$ cat src/design/assert_macros.svh
// Shared assertion macros for the search unit.
`ifndef ASSERT_MACROS_SVH
`define ASSERT_MACROS_SVH

// Same-cycle implication, checked outside reset.
`define KNN_ASSERT_IMP(lbl, clk_s, rst_s, a, c) \
  lbl: assert property (@(posedge clk_s) disable iff (!rst_s) (a) |-> (c)) \
    else $error("same-cycle implication failed");

// Next-cycle implication, checked outside reset.
`define KNN_ASSERT_NXT(lbl, clk_s, rst_s, a, c) \
  lbl: assert property (@(posedge clk_s) disable iff (!rst_s) (a) |=> (c)) \
    else $error("next-cycle implication failed");

`endif

$ cat src/design/knn_pkg.sv
`default_nettype none
package knn_pkg;
  localparam int MAX_NEIGHBORS = 16;
  localparam int MAX_FEATURES  = 64;
  localparam int POS_W   = $clog2(MAX_FEATURES);
  localparam int BIDX_W  = $clog2(MAX_NEIGHBORS);
  localparam int CNT_W   = BIDX_W + 1;
  localparam int IDX_W   = 16;
  localparam int DIST_W  = 38;
  localparam int ROOT_W  = 19;
  localparam int KEY_W   = DIST_W + IDX_W;
  localparam int FEAT_W  = 16;
  localparam int K_W     = 5;
  localparam int NF_W    = 7;

  // Register byte-address bit that selects the register.
  localparam logic REG_K  = 1'b0;
  localparam logic REG_NF = 1'b1;

  // Item modes.
  localparam logic [1:0] MODE_QUERY  = 2'd0;
  localparam logic [1:0] MODE_DATA   = 2'd1;
  localparam logic [1:0] MODE_FINISH = 2'd2;

  typedef logic [KEY_W-1:0] key_t;
endpackage
`default_nettype wire

$ cat src/design/knn_in_if.sv
`default_nettype none
interface knn_in_if;
  logic        valid;
  logic        ready;
  logic [1:0]  mode;
  logic signed [15:0] feature_value;
  modport source (output valid, mode, feature_value, input ready);
  modport sink (input valid, mode, feature_value, output ready);
endinterface
`default_nettype wire

$ cat src/design/knn_out_if.sv
`default_nettype none
interface knn_out_if;
  logic        valid;
  logic        ready;
  logic [15:0] neighbor_index;
  logic [18:0] neighbor_distance;
  logic        last_result;
  modport source (output valid, neighbor_index, neighbor_distance, last_result,
                  input ready);
  modport sink (input valid, neighbor_index, neighbor_distance, last_result,
                output ready);
endinterface
`default_nettype wire

$ cat src/design/knn_ram.sv
`default_nettype none
module knn_ram #(
  parameter int WIDTH = 16,
  parameter int DEPTH = 64
) (
  input  wire logic                     clk,
  input  wire logic                     we,
  input  wire logic [$clog2(DEPTH)-1:0] waddr,
  input  wire logic [WIDTH-1:0]         wdata,
  input  wire logic [$clog2(DEPTH)-1:0] raddr,
  output logic      [WIDTH-1:0]         rdata_r
);
  logic [WIDTH-1:0] mem [DEPTH];

  // One write port, one registered read port.
  always_ff @(posedge clk) begin
    if (we) begin
      mem[waddr] <= wdata;
    end
    rdata_r <= mem[raddr];
  end
endmodule
`default_nettype wire

$ cat src/design/brute_force_knn_search_unit.sv
// Brute-force k-nearest-neighbor search. A query word is stored at once, and a
// dataset word passes a query memory read, a multiply and an accumulate. At
// the last word of a point, a list with room takes the point at once. A full
// list is scanned for its worst entry, which is then replaced if the new point
// is closer. A finish word produces each neighbor by one selection pass over the
// list memory and a 19-step square root, then waits until the word is taken;
// with an empty list it produces no result and only clears the point state.
// The block accepts no input word while a result is outstanding.
`default_nettype none
`include "assert_macros.svh"
module brute_force_knn_search_unit
  import knn_pkg::*;
(
  input  wire logic        clk,
  input  wire logic        rst_n,
  knn_in_if.sink           in_ch,
  knn_out_if.source        out_ch,
  input  wire logic        cfg_psel,
  input  wire logic        cfg_penable,
  input  wire logic        cfg_pwrite,
  input  wire logic [2:0]  cfg_paddr,
  input  wire logic [31:0] cfg_pwdata,
  output logic      [31:0] cfg_prdata,
  output logic             cfg_pready
);
  typedef enum logic [3:0] {
    S_IDLE, S_QRD, S_ACC, S_ISCAN, S_IWR, S_ESCAN, S_SQRT, S_OUT
  } state_t;

  state_t            state_r;
  logic [K_W-1:0]    k_r;
  logic [NF_W-1:0]   nf_r;
  logic [POS_W-1:0]  pos_r;
  logic [IDX_W-1:0]  pcnt_r;
  logic [DIST_W-1:0] rdist_r;
  logic [CNT_W-1:0]  held_r;
  logic signed [FEAT_W-1:0] fv_r;
  logic              pend_r;
  logic [IDX_W-1:0]  ins_idx_r;
  logic [DIST_W-1:0] ins_dist_r;
  logic [CNT_W-1:0]  scan_r;
  logic              rv_r;
  logic [BIDX_W-1:0] ri_r;
  key_t              sel_key_r;
  logic [BIDX_W-1:0] sel_i_r;
  logic              found_r;
  key_t              prev_key_r;
  logic              have_prev_r;
  logic [CNT_W-1:0]  emit_r;
  logic [CNT_W-1:0]  e_r;
  logic [DIST_W-1:0] sq_v_r;
  logic [ROOT_W+2:0] sq_rem_r;
  logic [ROOT_W-1:0] sq_root_r;
  logic [4:0]        sq_step_r;
  logic              out_valid_r;
  logic [IDX_W-1:0]  out_idx_r;
  logic [ROOT_W-1:0] out_dist_r;
  logic              out_last_r;

  // Effective feature count and k.
  logic [NF_W-1:0]  nf_eff;
  logic [CNT_W-1:0] k_eff;
  always_comb begin
    if (nf_r == '0) nf_eff = NF_W'(1);
    else if (nf_r > NF_W'(MAX_FEATURES)) nf_eff = NF_W'(MAX_FEATURES);
    else nf_eff = nf_r;
    if (k_r == '0) k_eff = CNT_W'(1);
    else if (k_r > K_W'(MAX_NEIGHBORS)) k_eff = CNT_W'(MAX_NEIGHBORS);
    else k_eff = CNT_W'(k_r);
  end

  // Input handshake and the position of this word in the point.
  logic in_acc;
  logic [POS_W-1:0] pos_eff;
  logic [NF_W-1:0]  pos_inc;
  logic             pos_wrap;
  assign in_ch.ready = (state_r == S_IDLE);
  assign in_acc = in_ch.valid && in_ch.ready;
  assign pos_eff = (NF_W'(pos_r) >= nf_eff) ? '0 : pos_r;
  assign pos_inc = NF_W'(pos_eff) + NF_W'(1);
  assign pos_wrap = (pos_inc >= nf_eff);

  // Query memory.
  logic [FEAT_W-1:0] q_rdata;
  knn_ram #(.WIDTH(FEAT_W), .DEPTH(MAX_FEATURES)) u_qram (
    .clk(clk),
    .we(in_acc && in_ch.mode == MODE_QUERY),
    .waddr(pos_eff),
    .wdata(in_ch.feature_value),
    .raddr(pos_eff),
    .rdata_r(q_rdata)
  );

  // Neighbor list memory holds {distance, index}.
  logic              b_we;
  logic [BIDX_W-1:0] b_waddr;
  key_t              b_wdata;
  key_t              b_rdata;
  knn_ram #(.WIDTH(KEY_W), .DEPTH(MAX_NEIGHBORS)) u_bram (
    .clk(clk),
    .we(b_we),
    .waddr(b_waddr),
    .wdata(b_wdata),
    .raddr(scan_r[BIDX_W-1:0]),
    .rdata_r(b_rdata)
  );

  // Squared difference of the word and its query entry.
  logic signed [FEAT_W:0] diff;
  logic [FEAT_W:0]        mag;
  logic [2*FEAT_W+1:0]    sq;
  logic [DIST_W:0]        sum;
  assign diff = $signed({fv_r[FEAT_W-1], fv_r}) - $signed({q_rdata[FEAT_W-1], q_rdata});
  assign mag  = diff[FEAT_W] ? (FEAT_W+1)'(-diff) : diff;
  assign sq   = mag * mag;
  logic [2*FEAT_W+1:0] prod_r;
  assign sum  = {1'b0, rdist_r} + (DIST_W+1)'(prod_r);

  // Square root step.
  logic [ROOT_W+2:0] sq_shift;
  logic [ROOT_W+2:0] sq_trial;
  assign sq_shift = {sq_rem_r[ROOT_W:0], sq_v_r[DIST_W-1:DIST_W-2]};
  assign sq_trial = {1'b0, sq_root_r, 2'b01};

  // Key write for insertion.
  always_comb begin
    b_we    = 1'b0;
    b_waddr = held_r[BIDX_W-1:0];
    b_wdata = {ins_dist_r, ins_idx_r};
    if (state_r == S_ACC && pend_r && held_r < k_eff) begin
      b_we    = 1'b1;
      b_wdata = {sum[DIST_W] ? {DIST_W{1'b1}} : sum[DIST_W-1:0], pcnt_r};
    end else if (state_r == S_IWR && ins_dist_r < sel_key_r[KEY_W-1:IDX_W]) begin
      b_we    = 1'b1;
      b_waddr = sel_i_r;
    end
  end

  logic scan_cand;
  always_comb begin
    if (state_r == S_ISCAN) begin
      scan_cand = !found_r || (b_rdata > sel_key_r);
    end else begin
      scan_cand = (!have_prev_r || b_rdata > prev_key_r) &&
                  (!found_r || b_rdata < sel_key_r);
    end
  end

  // Main sequencer.
  always_ff @(posedge clk) begin
    if (!rst_n) begin
      state_r     <= S_IDLE;
      k_r         <= K_W'(3);
      nf_r        <= NF_W'(4);
      pos_r       <= '0;
      pcnt_r      <= '0;
      rdist_r     <= '0;
      held_r      <= '0;
      rv_r        <= 1'b0;
      out_valid_r <= 1'b0;
    end else begin
      // Register writes.
      if (cfg_psel && cfg_penable && cfg_pwrite) begin
        if (cfg_paddr[2] == REG_K) k_r <= cfg_pwdata[K_W-1:0];
        else nf_r <= cfg_pwdata[NF_W-1:0];
      end
      rv_r <= (state_r == S_ISCAN || state_r == S_ESCAN) && scan_r < held_r;
      ri_r <= scan_r[BIDX_W-1:0];
      unique case (state_r)
        S_IDLE: begin
          if (in_acc) begin
            fv_r <= in_ch.feature_value;
            if (in_ch.mode == MODE_QUERY || in_ch.mode == MODE_DATA) begin
              pos_r  <= pos_wrap ? '0 : pos_inc[POS_W-1:0];
              pend_r <= pos_wrap;
            end
            if (in_ch.mode == MODE_DATA) begin
              state_r <= S_QRD;
            end else if (in_ch.mode == MODE_FINISH) begin
              if (held_r == '0) begin
                pcnt_r  <= '0;
                rdist_r <= '0;
                pos_r   <= '0;
              end else begin
                emit_r      <= (held_r < k_eff) ? held_r : k_eff;
                e_r         <= '0;
                have_prev_r <= 1'b0;
                found_r     <= 1'b0;
                scan_r      <= '0;
                state_r     <= S_ESCAN;
              end
            end
          end
        end
        S_QRD: begin
          prod_r  <= sq;
          state_r <= S_ACC;
        end
        S_ACC: begin
          if (!pend_r) begin
            rdist_r <= sum[DIST_W] ? {DIST_W{1'b1}} : sum[DIST_W-1:0];
            state_r <= S_IDLE;
          end else begin
            rdist_r    <= '0;
            pcnt_r     <= pcnt_r + IDX_W'(1);
            ins_idx_r  <= pcnt_r;
            ins_dist_r <= sum[DIST_W] ? {DIST_W{1'b1}} : sum[DIST_W-1:0];
            if (held_r < k_eff) begin
              held_r  <= held_r + CNT_W'(1);
              state_r <= S_IDLE;
            end else begin
              scan_r  <= '0;
              found_r <= 1'b0;
              state_r <= S_ISCAN;
            end
          end
        end
        S_ISCAN, S_ESCAN: begin
          if (scan_r < held_r) scan_r <= scan_r + CNT_W'(1);
          if (rv_r && scan_cand) begin
            sel_key_r <= b_rdata;
            sel_i_r   <= ri_r;
            found_r   <= 1'b1;
          end
          if (scan_r == held_r && !rv_r) begin
            if (state_r == S_ISCAN) begin
              state_r <= S_IWR;
            end else begin
              prev_key_r  <= sel_key_r;
              have_prev_r <= 1'b1;
              sq_v_r      <= sel_key_r[KEY_W-1:IDX_W];
              sq_rem_r    <= '0;
              sq_root_r   <= '0;
              sq_step_r   <= '0;
              state_r     <= S_SQRT;
            end
          end
        end
        S_IWR: begin
          state_r <= S_IDLE;
        end
        S_SQRT: begin
          sq_v_r <= {sq_v_r[DIST_W-3:0], 2'b00};
          if (sq_shift >= sq_trial) begin
            sq_rem_r  <= sq_shift - sq_trial;
            sq_root_r <= {sq_root_r[ROOT_W-2:0], 1'b1};
          end else begin
            sq_rem_r  <= sq_shift;
            sq_root_r <= {sq_root_r[ROOT_W-2:0], 1'b0};
          end
          sq_step_r <= sq_step_r + 5'd1;
          if (sq_step_r == 5'(ROOT_W - 1)) begin
            out_valid_r <= 1'b1;
            out_idx_r   <= prev_key_r[IDX_W-1:0];
            out_dist_r  <= (sq_shift >= sq_trial) ? {sq_root_r[ROOT_W-2:0], 1'b1}
                                                   : {sq_root_r[ROOT_W-2:0], 1'b0};
            out_last_r  <= (e_r + CNT_W'(1) == emit_r);
            state_r     <= S_OUT;
          end
        end
        S_OUT: begin
          if (out_ch.ready) begin
            out_valid_r <= 1'b0;
            if (out_last_r) begin
              held_r  <= '0;
              pcnt_r  <= '0;
              rdist_r <= '0;
              pos_r   <= '0;
              state_r <= S_IDLE;
            end else begin
              e_r     <= e_r + CNT_W'(1);
              found_r <= 1'b0;
              scan_r  <= '0;
              state_r <= S_ESCAN;
            end
          end
        end
        default: state_r <= S_IDLE;
      endcase
    end
  end

  // Result word.
  assign out_ch.valid             = out_valid_r;
  assign out_ch.neighbor_index    = out_idx_r;
  assign out_ch.neighbor_distance = out_dist_r;
  assign out_ch.last_result       = out_last_r;

  // Register read-back.
  assign cfg_pready = 1'b1;
  assign cfg_prdata = (cfg_paddr[2] == REG_NF) ? 32'(nf_r) : 32'(k_r);

  `KNN_ASSERT_IMP(a_out_blocks_in, clk, rst_n, out_valid_r, !in_ch.ready)
  `KNN_ASSERT_IMP(a_held_bound, clk, rst_n, 1'b1, held_r <= CNT_W'(MAX_NEIGHBORS))
  `KNN_ASSERT_NXT(a_data_busy, clk, rst_n, in_acc && in_ch.mode == MODE_DATA, !in_ch.ready)
endmodule
`default_nettype wire
$ cat src/flat_wrapper.sv
// flat-port wrapper written by rule: the top's interface ports become plain ports
module brute_force_knn_search_unit_flat import knn_pkg::*;
  (clk, rst_n, cfg_psel, cfg_penable, cfg_pwrite, cfg_paddr, cfg_pwdata, cfg_prdata, cfg_pready, in_ch_valid, in_ch_mode, in_ch_feature_value, in_ch_ready, out_ch_valid, out_ch_neighbor_index, out_ch_neighbor_distance, out_ch_last_result, out_ch_ready);
  knn_in_if in_ch_i ();
  knn_out_if out_ch_i ();
  input  wire logic clk;
  input  wire logic rst_n;
  input  wire logic cfg_psel;
  input  wire logic cfg_penable;
  input  wire logic cfg_pwrite;
  input  wire logic [2:0] cfg_paddr;
  input  wire logic [31:0] cfg_pwdata;
  output logic      [31:0] cfg_prdata;
  output logic cfg_pready;
  input wire logic [$bits(in_ch_i.valid)-1:0] in_ch_valid;
  input wire logic [$bits(in_ch_i.mode)-1:0] in_ch_mode;
  input wire logic [$bits(in_ch_i.feature_value)-1:0] in_ch_feature_value;
  output wire logic [$bits(in_ch_i.ready)-1:0] in_ch_ready;
  output wire logic [$bits(out_ch_i.valid)-1:0] out_ch_valid;
  output wire logic [$bits(out_ch_i.neighbor_index)-1:0] out_ch_neighbor_index;
  output wire logic [$bits(out_ch_i.neighbor_distance)-1:0] out_ch_neighbor_distance;
  output wire logic [$bits(out_ch_i.last_result)-1:0] out_ch_last_result;
  input wire logic [$bits(out_ch_i.ready)-1:0] out_ch_ready;
  assign in_ch_i.valid = in_ch_valid;
  assign in_ch_i.mode = in_ch_mode;
  assign in_ch_i.feature_value = in_ch_feature_value;
  assign in_ch_ready = in_ch_i.ready;
  assign out_ch_valid = out_ch_i.valid;
  assign out_ch_neighbor_index = out_ch_i.neighbor_index;
  assign out_ch_neighbor_distance = out_ch_i.neighbor_distance;
  assign out_ch_last_result = out_ch_i.last_result;
  assign out_ch_i.ready = out_ch_ready;
  brute_force_knn_search_unit u_core (.clk(clk), .rst_n(rst_n), .in_ch(in_ch_i), .out_ch(out_ch_i), .cfg_psel(cfg_psel), .cfg_penable(cfg_penable), .cfg_pwrite(cfg_pwrite), .cfg_paddr(cfg_paddr), .cfg_pwdata(cfg_pwdata), .cfg_prdata(cfg_prdata), .cfg_pready(cfg_pready));
endmodule
$ cat config.mk
export PLATFORM = sky130hd
export DESIGN_NAME = brute_force_knn_search_unit_flat
export DESIGN_NICKNAME = d
export VERILOG_FILES = /design/src/design/knn_pkg.sv /design/src/design/knn_in_if.sv /design/src/design/knn_out_if.sv /design/src/design/knn_ram.sv /design/src/design/brute_force_knn_search_unit.sv /design/src/flat_wrapper.sv
export VERILOG_INCLUDE_DIRS = /design/src /design/src/design
export SDC_FILE = /design/constraint.sdc
export NUM_CORES = 2
export LEC_CHECK = 0
export BUFFER_PORTS_ARGS = -buffer_cell sky130_fd_sc_hd__buf_4
export CAP_MARGIN = 30
export CORE_MARGIN = 5
export CORE_UTILIZATION = 30
export DETAILED_ROUTE_END_ITERATION = 10
export SLEW_MARGIN = 20
export SYNTH_ARGS = -nofsm -noshare
export SYNTH_HDL_FRONTEND = slang
export SYNTH_SLANG_ARGS = --single-unit
$ cat constraint.sdc
create_clock -name clk -period 12.4 [get_ports clk]
set_input_delay 1.24 -clock clk [delete_from_list [all_inputs] [get_ports clk]]
set_output_delay 1.24 -clock clk [all_outputs]
set_load 0.005 [all_outputs]
Yosys cells after proc, flatten, opt, wreduce, memory -nomap -nowiden
Memories as Yosys holds them, arrays and structs flattened. A register that Yosys moved wholly into a read port is not among the register bits.
Index checks and enable logic that the tools add are counted.
{"block": "word_totals", "ff_bits": 439, "ram_bits": 1888, "input_bits": 60, "output_inout_bits": 71, "wordCells": 245, "memories": 2}
{"memory": "u_core.u_qram.mem", "words": 64, "word_bits": 16, "read_ports": 1, "rd_ports_with_merged_regs": 1, "wr": 1, "line_no": "knn_ram.sv:13", "text": "logic [WIDTH-1:0] mem [DEPTH];"}
{"memory": "u_core.u_bram.mem", "words": 16, "word_bits": 54, "read_ports": 1, "rd_ports_with_merged_regs": 1, "wr": 1, "line_no": "knn_ram.sv:13"}
{"block": "classes", "n_addsub": 10, "mul": 1, "order_cmp": 11, "eq_ne": 30, "muxes": 104, "bitwise_logic": 4, "reduce_logical": 53}
{"operator": "2-to-1 mux 38 bit", "n": 10}
{"operator": "one-hot mux 38 bit (3 select lines)", "n": 1}
{"operator": "2-to-1 mux 16 bit", "n": 7}
{"operator": "greater-than comparator 54 bit", "n": 2}
{"operator": "2-to-1 mux 5 bit", "n": 20}
{"operator": "one-hot mux 38 bit (2 select lines)", "n": 1}
{"operator": "2-to-1 mux 20 bit", "n": 3}
{"operator": "less-than comparator 54 bit", "n": 1}
{"operator": "2-to-1 mux 54 bit", "n": 1}
{"operator": "2-to-1 mux 6 bit", "n": 9}
{"operator": "one-hot mux 16 bit (3 select lines)", "n": 1}
{"operator": "2-to-1 mux 4 bit", "n": 10}
{"operator": "one-hot mux 20 bit (2 select lines)", "n": 1}
{"operator": "adder 38 x 34 -> 39 bit", "n": 1}
{"operator": "less-than comparator 38 bit", "n": 1}
{"operator": "2-to-1 mux 19 bit", "n": 2}
{"operator": "one-hot mux 19 bit (2 select lines)", "n": 1}
{"operator": "multiplier 17 x 17 -> 34 bit", "n": 1}
{"operator": "one-hot mux 5 bit (2 select lines)", "n": 3}
{"operator": "one-hot mux 4 bit (6 select lines)", "n": 1}
{"operator": "AND reduction 8 bit", "n": 3}
{"operator": ">= comparator 22 x 21 -> 1 bit", "n": 1}
{"operator": "AND reduction 11 bit", "n": 2}
{"operator": "2-to-1 mux 1 bit", "n": 21}
{"operator": "other kinds (47)", "n": 109}

Depth between registers and ports, before layout
{"block": "depth", "ltp_word": 14, "ltp_mapped": 38, "mapped_depth_nobuf": 36}

Hierarchy
Synthesis repeated with hierarchy kept, for this count alone.
{"block": "hier_totals", "cells_unflattened": 6497, "hier_area_um2": 106015.4}
{"module": "knn_ram at u_core.u_qram", "instances": 1, "cells_each": 1820, "area_each_um2": 39978.3}
{"module": "knn_ram at u_core.u_bram", "instances": 1, "cells_each": 1394, "area_each_um2": 33439.6}
{"module": "brute_force_knn_search_unit", "instances": 1, "cells_each": 3283, "area_each_um2": 32597.5}

Worst setup path before layout
OpenSTA, ideal clock, no wires.
{"block": "synth_path", "kind": "flip-flop to flip-flop", "start": "register u_core.fv_r[0]", "end": "register u_core.prod_r[32], data pin", "setup_time_ns": 0.258, "arrival_ns": 8.531, "required_time_ns": 12.142, "slack_ns": 3.611, "path_stages_with_launch": 38, "synth_period_minus_slack_ns": 8.789, "path_cell_list": "edfxtp_1 > inv_1 > ha_1 > fa_1 > nor2b_4 > o31a_4 > o211a_1 > a211oi_4 > a21oi_2 > a31oi_2 > buf_4 > buf_6 > o41ai_1 > xor2_1 > clkbuf_1 > nand2_1 > fa_1 > inv_1 > [... 2 more ...] > fa_1 > inv_1 > fa_1 > fa_1 > inv_1 > fa_1 > inv_1 > ha_1 > and3_1 > nor2b_1 > a221oi_1 > a21oi_1 > o41a_1 > a41o_1 > nor3_1 > o21bai_1 > a21oi_1 > xnor2_1"}
{"block": "synth_between", "elab_chain_cells": 4}
{"item": "start: declaration", "line_no": "brute_force_knn_search_unit.sv:37", "text": "logic signed [FEAT_W-1:0] fv_r;"}
{"item": "start signal: assignment", "line_no": "brute_force_knn_search_unit.sv:172", "text": "fv_r <= in_ch.feature_value;"}
{"item": "subtractor 16 x 16 -> 17 bit (*)", "line_no": "brute_force_knn_search_unit.sv:113", "text": "assign diff = $signed({fv_r[FEAT_W-1], fv_r}) - $signed({q_rdata[FEAT_W-1], q_rdata});"}
{"item": "negator 17 bit", "line_no": "brute_force_knn_search_unit.sv:114", "text": "assign mag = diff[FEAT_W] ? (FEAT_W+1)'(-diff) : diff;"}
{"item": "2-to-1 mux 17 bit (*)", "line_no": "brute_force_knn_search_unit.sv:114"}
{"item": "multiplier 17 x 17 -> 34 bit (*)", "line_no": "brute_force_knn_search_unit.sv:115", "text": "assign sq = mag * mag;"}
{"item": "net u_core.sq[32]", "line_no": "brute_force_knn_search_unit.sv:111", "text": "logic [2*FEAT_W+1:0] sq;"}
{"item": "end signal: assignment", "line_no": "brute_force_knn_search_unit.sv:196", "text": "prod_r <= sq;"}
{"item": "end: declaration", "line_no": "brute_force_knn_search_unit.sv:116", "text": "logic [2*FEAT_W+1:0] prod_r;"}
Mark *: on every way through the listed nets, which the timed path passes. The rest lies on a longest branch.
A chain may end at the register's enable or synchronous reset.

Final worst setup path
Same ends and word-level chain as after synthesis.

==> flow_metrics.py <==
metrics = {
    "status": {
        "status": "finished clean",
    },
    "setup_path": {
        "arrival_ns": 10.90,
        "end_kind": "flip-flop",
        "start_kind": "flip-flop",
        "cp_max_fo": 18,
        "cpMaxStageDelayCell": "xnor2_1",
        "crit_type": "reg -> reg",
        "rr_worst_depth": 35,
        "reg2reg_slack_ns": 2.14,
        "crit_buf_inv": 7,
        "timing.critical_path.mode_cell": "fa_1",
        "path_depth": 35,
        "critPathMaxStageDelay_ns": 0.56,
        "worstPathRequired_ns": 13.04,
        "r2r-start": "u_core.fv_r[0]$_DFFE_PP_",
        "cp_top_family": "adder cells",
        "cp-startpoint": "u_core.fv_r[0]$_DFFE_PP_",
    },
    "grt": {
        "grt_busiest_layer": "met2",
        "grt_pass1_wl_um": 410000,
        "use_met1": 0.198,
        "grt-ovfl-total": 0,
        "grtUsageMet3": 0.0231,
        "grtUsageMet2": 0.244,
        "grt_max_degree": 76,
        "grtUsageTotal": 0.148,
        "antenna_found_initial": 12,
        "grt_pass1_vias": 61800,
    },
    "die": {
        "num_io_pins": 131,
        "die_h_um": 604,
        "fp.dieW_um": 604,
        "initial_core_util": 0.301,
        "rows": 218,
        "coreArea_um2": 352000,
        "dieArea_um2": 365000,
    },
    "route": {
        "wire_per_inst_um": 22.8,
        "totalWireLength_um": 279000,
        "first_iter_violations": 6198,
        "vias": 61100,
        "ant_nets": 0,
        "dr.pass1.iters": 6,
        "drc": 0,
        "via_per_inst": 4.99,
    },
    "finish": {
        "regArea_um2": 70400,
        "multi_input_area_um2": 32800,
        "fin_util": 0.345,
        "nFillCells": 33500,
        "fin_nets": 7915,
        "drive_above_1_share": 0.138,
        "area_growth_pct": 14.6,
    },
    "logic_synthesis": {
        "synth_top_family_by_area": "multiplexers",
        "synth_flop_cell": "edfxtp_1",
        "netlist_area_um2": 106000,
        "synthXorXnorAreaFrac": 0.0120,
        "synth_edf_count": 2243,
        "syn_avg_cell_area_um2": 15.0,
        "yosysTopAreaCell": "edfxtp_1",
        "synth_cell_types": 103,
        "netlist_top_cells_area": "edfxtp_1 64%, mux2i_1 4.2%, ha_1 4.2%",
        "yosysMostFrequentCell": "edfxtp_1",
        "synthSimpleGateAreaFrac": 0.0491,
        "synthMuxAreaShare": 0.0834,
        "netlist_instances": 7074,
        "synth_seq_area_share": 0.665,
        "ys_warn_count": 0,
        "synth_compound_area_frac": 0.0822,
        "synthTopCellsByCount": "2243 x edfxtp_1, 503 x nand2_1, 462 x inv_1",
        "ys_ff_latch": 2395,
        "netlist.area_leader.share": 0.636,
        "async_flop_share": 0,
        "synthAdderAreaFrac": 0.0783,
    },
    "clock_tree": {
        "post_cts_resized": 0,
        "cts_sinks": 2395,
        "h-tree-depth": 4,
        "cts_buffer_depth": 4,
        "cts_inserted_buffers": 241,
        "clk_pin_slew_worst_paths_ns": 0.06,
        "cts_hold_buf": 0,
        "ctsRootBufferMaster": "clkbuf_16",
        "cts_tree": "yes",
        "post-cts-setup-buffer-count": 0,
        "worstSkewPairLatency_ns": 0.92,
    },
    "timing": {
        "rsz0062_at_grt": "false",
        "slew_violations": 0,
        "worst_pin_slew_ns": 1.21,
        "finalCriticalPeriod_ns": 10.26,
        "skew_ns": 0.0564,
        "fmax_ghz": 0.0975,
        "hold_viol_final": 0,
        "setup_tns_ns": 0,
        "fin_crit_sh": 0.827,
        "relSlewSlack": 0.193,
        "setup_viol": 0,
        "holdWs_ns": 0.421,
    },
    "placement": {
        "post-dp-hpwl_um": 171000,
        "routabilityCongestion": 0.885,
        "numPortBuffers": 77,
    },
    "min_path": {
        "hold_depth": 0,
        "hp-start": "u_core.sel_key_r[9]$_DFFE_PP_",
        "hold_class": "reg -> reg",
    },
    "job": {
        "max-cap-violations": 0,
    },
}
sequential cells by signal (all words and copies together), names as in the netlist, 20 cells and up:
name and cells:
u_core.sq_rem_r 20, u_core.prev_key_r 54, u_core.sel_key_r 54, u_core.ins_dist_r 38, u_core.u_bram.mem 864, u_core.rdist_r 38
u_core.prod_r 33, u_core.u_qram.mem 1024, u_core.u_bram.rdata_r 54, u_core.sq_v_r 38
stage by stage:
step | setup slack, ns | area [µm²] | instances
CTS | 1.72 | 121000 | 12200
finish | 2.14 | 121000 | 12200
global route | 1.57 | 121000 | 12200
floorplan | 3.61 | 106000 | 7110
global placement | 1.85 | 113000 | 11800
detailed placement | 1.75 | 113000 | 11800
final timing paths:
check / endpoint
hold reg to reg: u_core.prev_key_r[9]$_DFFE_PP_
setup reg to reg: u_core.prod_r[32]$_DFFE_PP_
setup / recovery: u_core.prod_r[32]$_DFFE_PP_
hold / removal: u_core.prev_key_r[9]$_DFFE_PP_
layer usage:
metal  part of all wire  vias to the layer above
met5           0.000047                        -
met4              0.039                        2
met3              0.067                      493
met2               0.47                     2200
met1               0.42                    31100
li1                   -                    27300
worst reg2reg max path, delay by kind of cell, from the launching register on:
family	cells	cell delay (ns)
flops	1	0.36
fa+ha+maj	9	3.74
compound gates	12	3.27
buf+inv	7	1.02
simple gates	5	1.00
xor+xnor	2	0.64
cell families after synthesis:
group                    Yosys count
flip-flops                      2395
multiplexers                     708
AND/OR/NAND/NOR                 1161
other                              2
XOR/XNOR                         141
buffers and inverters            810
AO/OA/AOI/OAI                   1310
adder cells (fa/ha/maj)          547
layout by cell type (no fill, tap or decap), drive strengths merged, types with 62 or more instances in the layout:
cell and instances:
xor2 62, dfxtp 152, mux4 126, xnor2 79, mux2 134, clkinv 74
buf 291, inv 479, a21oi 253, o21ai 381, nand2 508, ha 354
edfxtp 2243, a21o 70, a221oi 98, fa 193, o22ai 93, a22oi 66
nor2 323, clkbuf 319, mux2i 448
cell type report:
cell class | count | share of cell area
flip-flops and latches | 2395 | 0.580
multi-input cells | 3905 | 0.270
clock buffers | 319 | 0.0549
well taps | 4730 | 0.0488
repair buffers | 291 | 0.0193
inverters | 474 | 0.0147
clock inverters | 122 | 0.0119
diodes | 5 | 0.000103
Power is not shown: default switching activity piles up to over one toggle a cycle in this logic, so the estimate is an artifact.
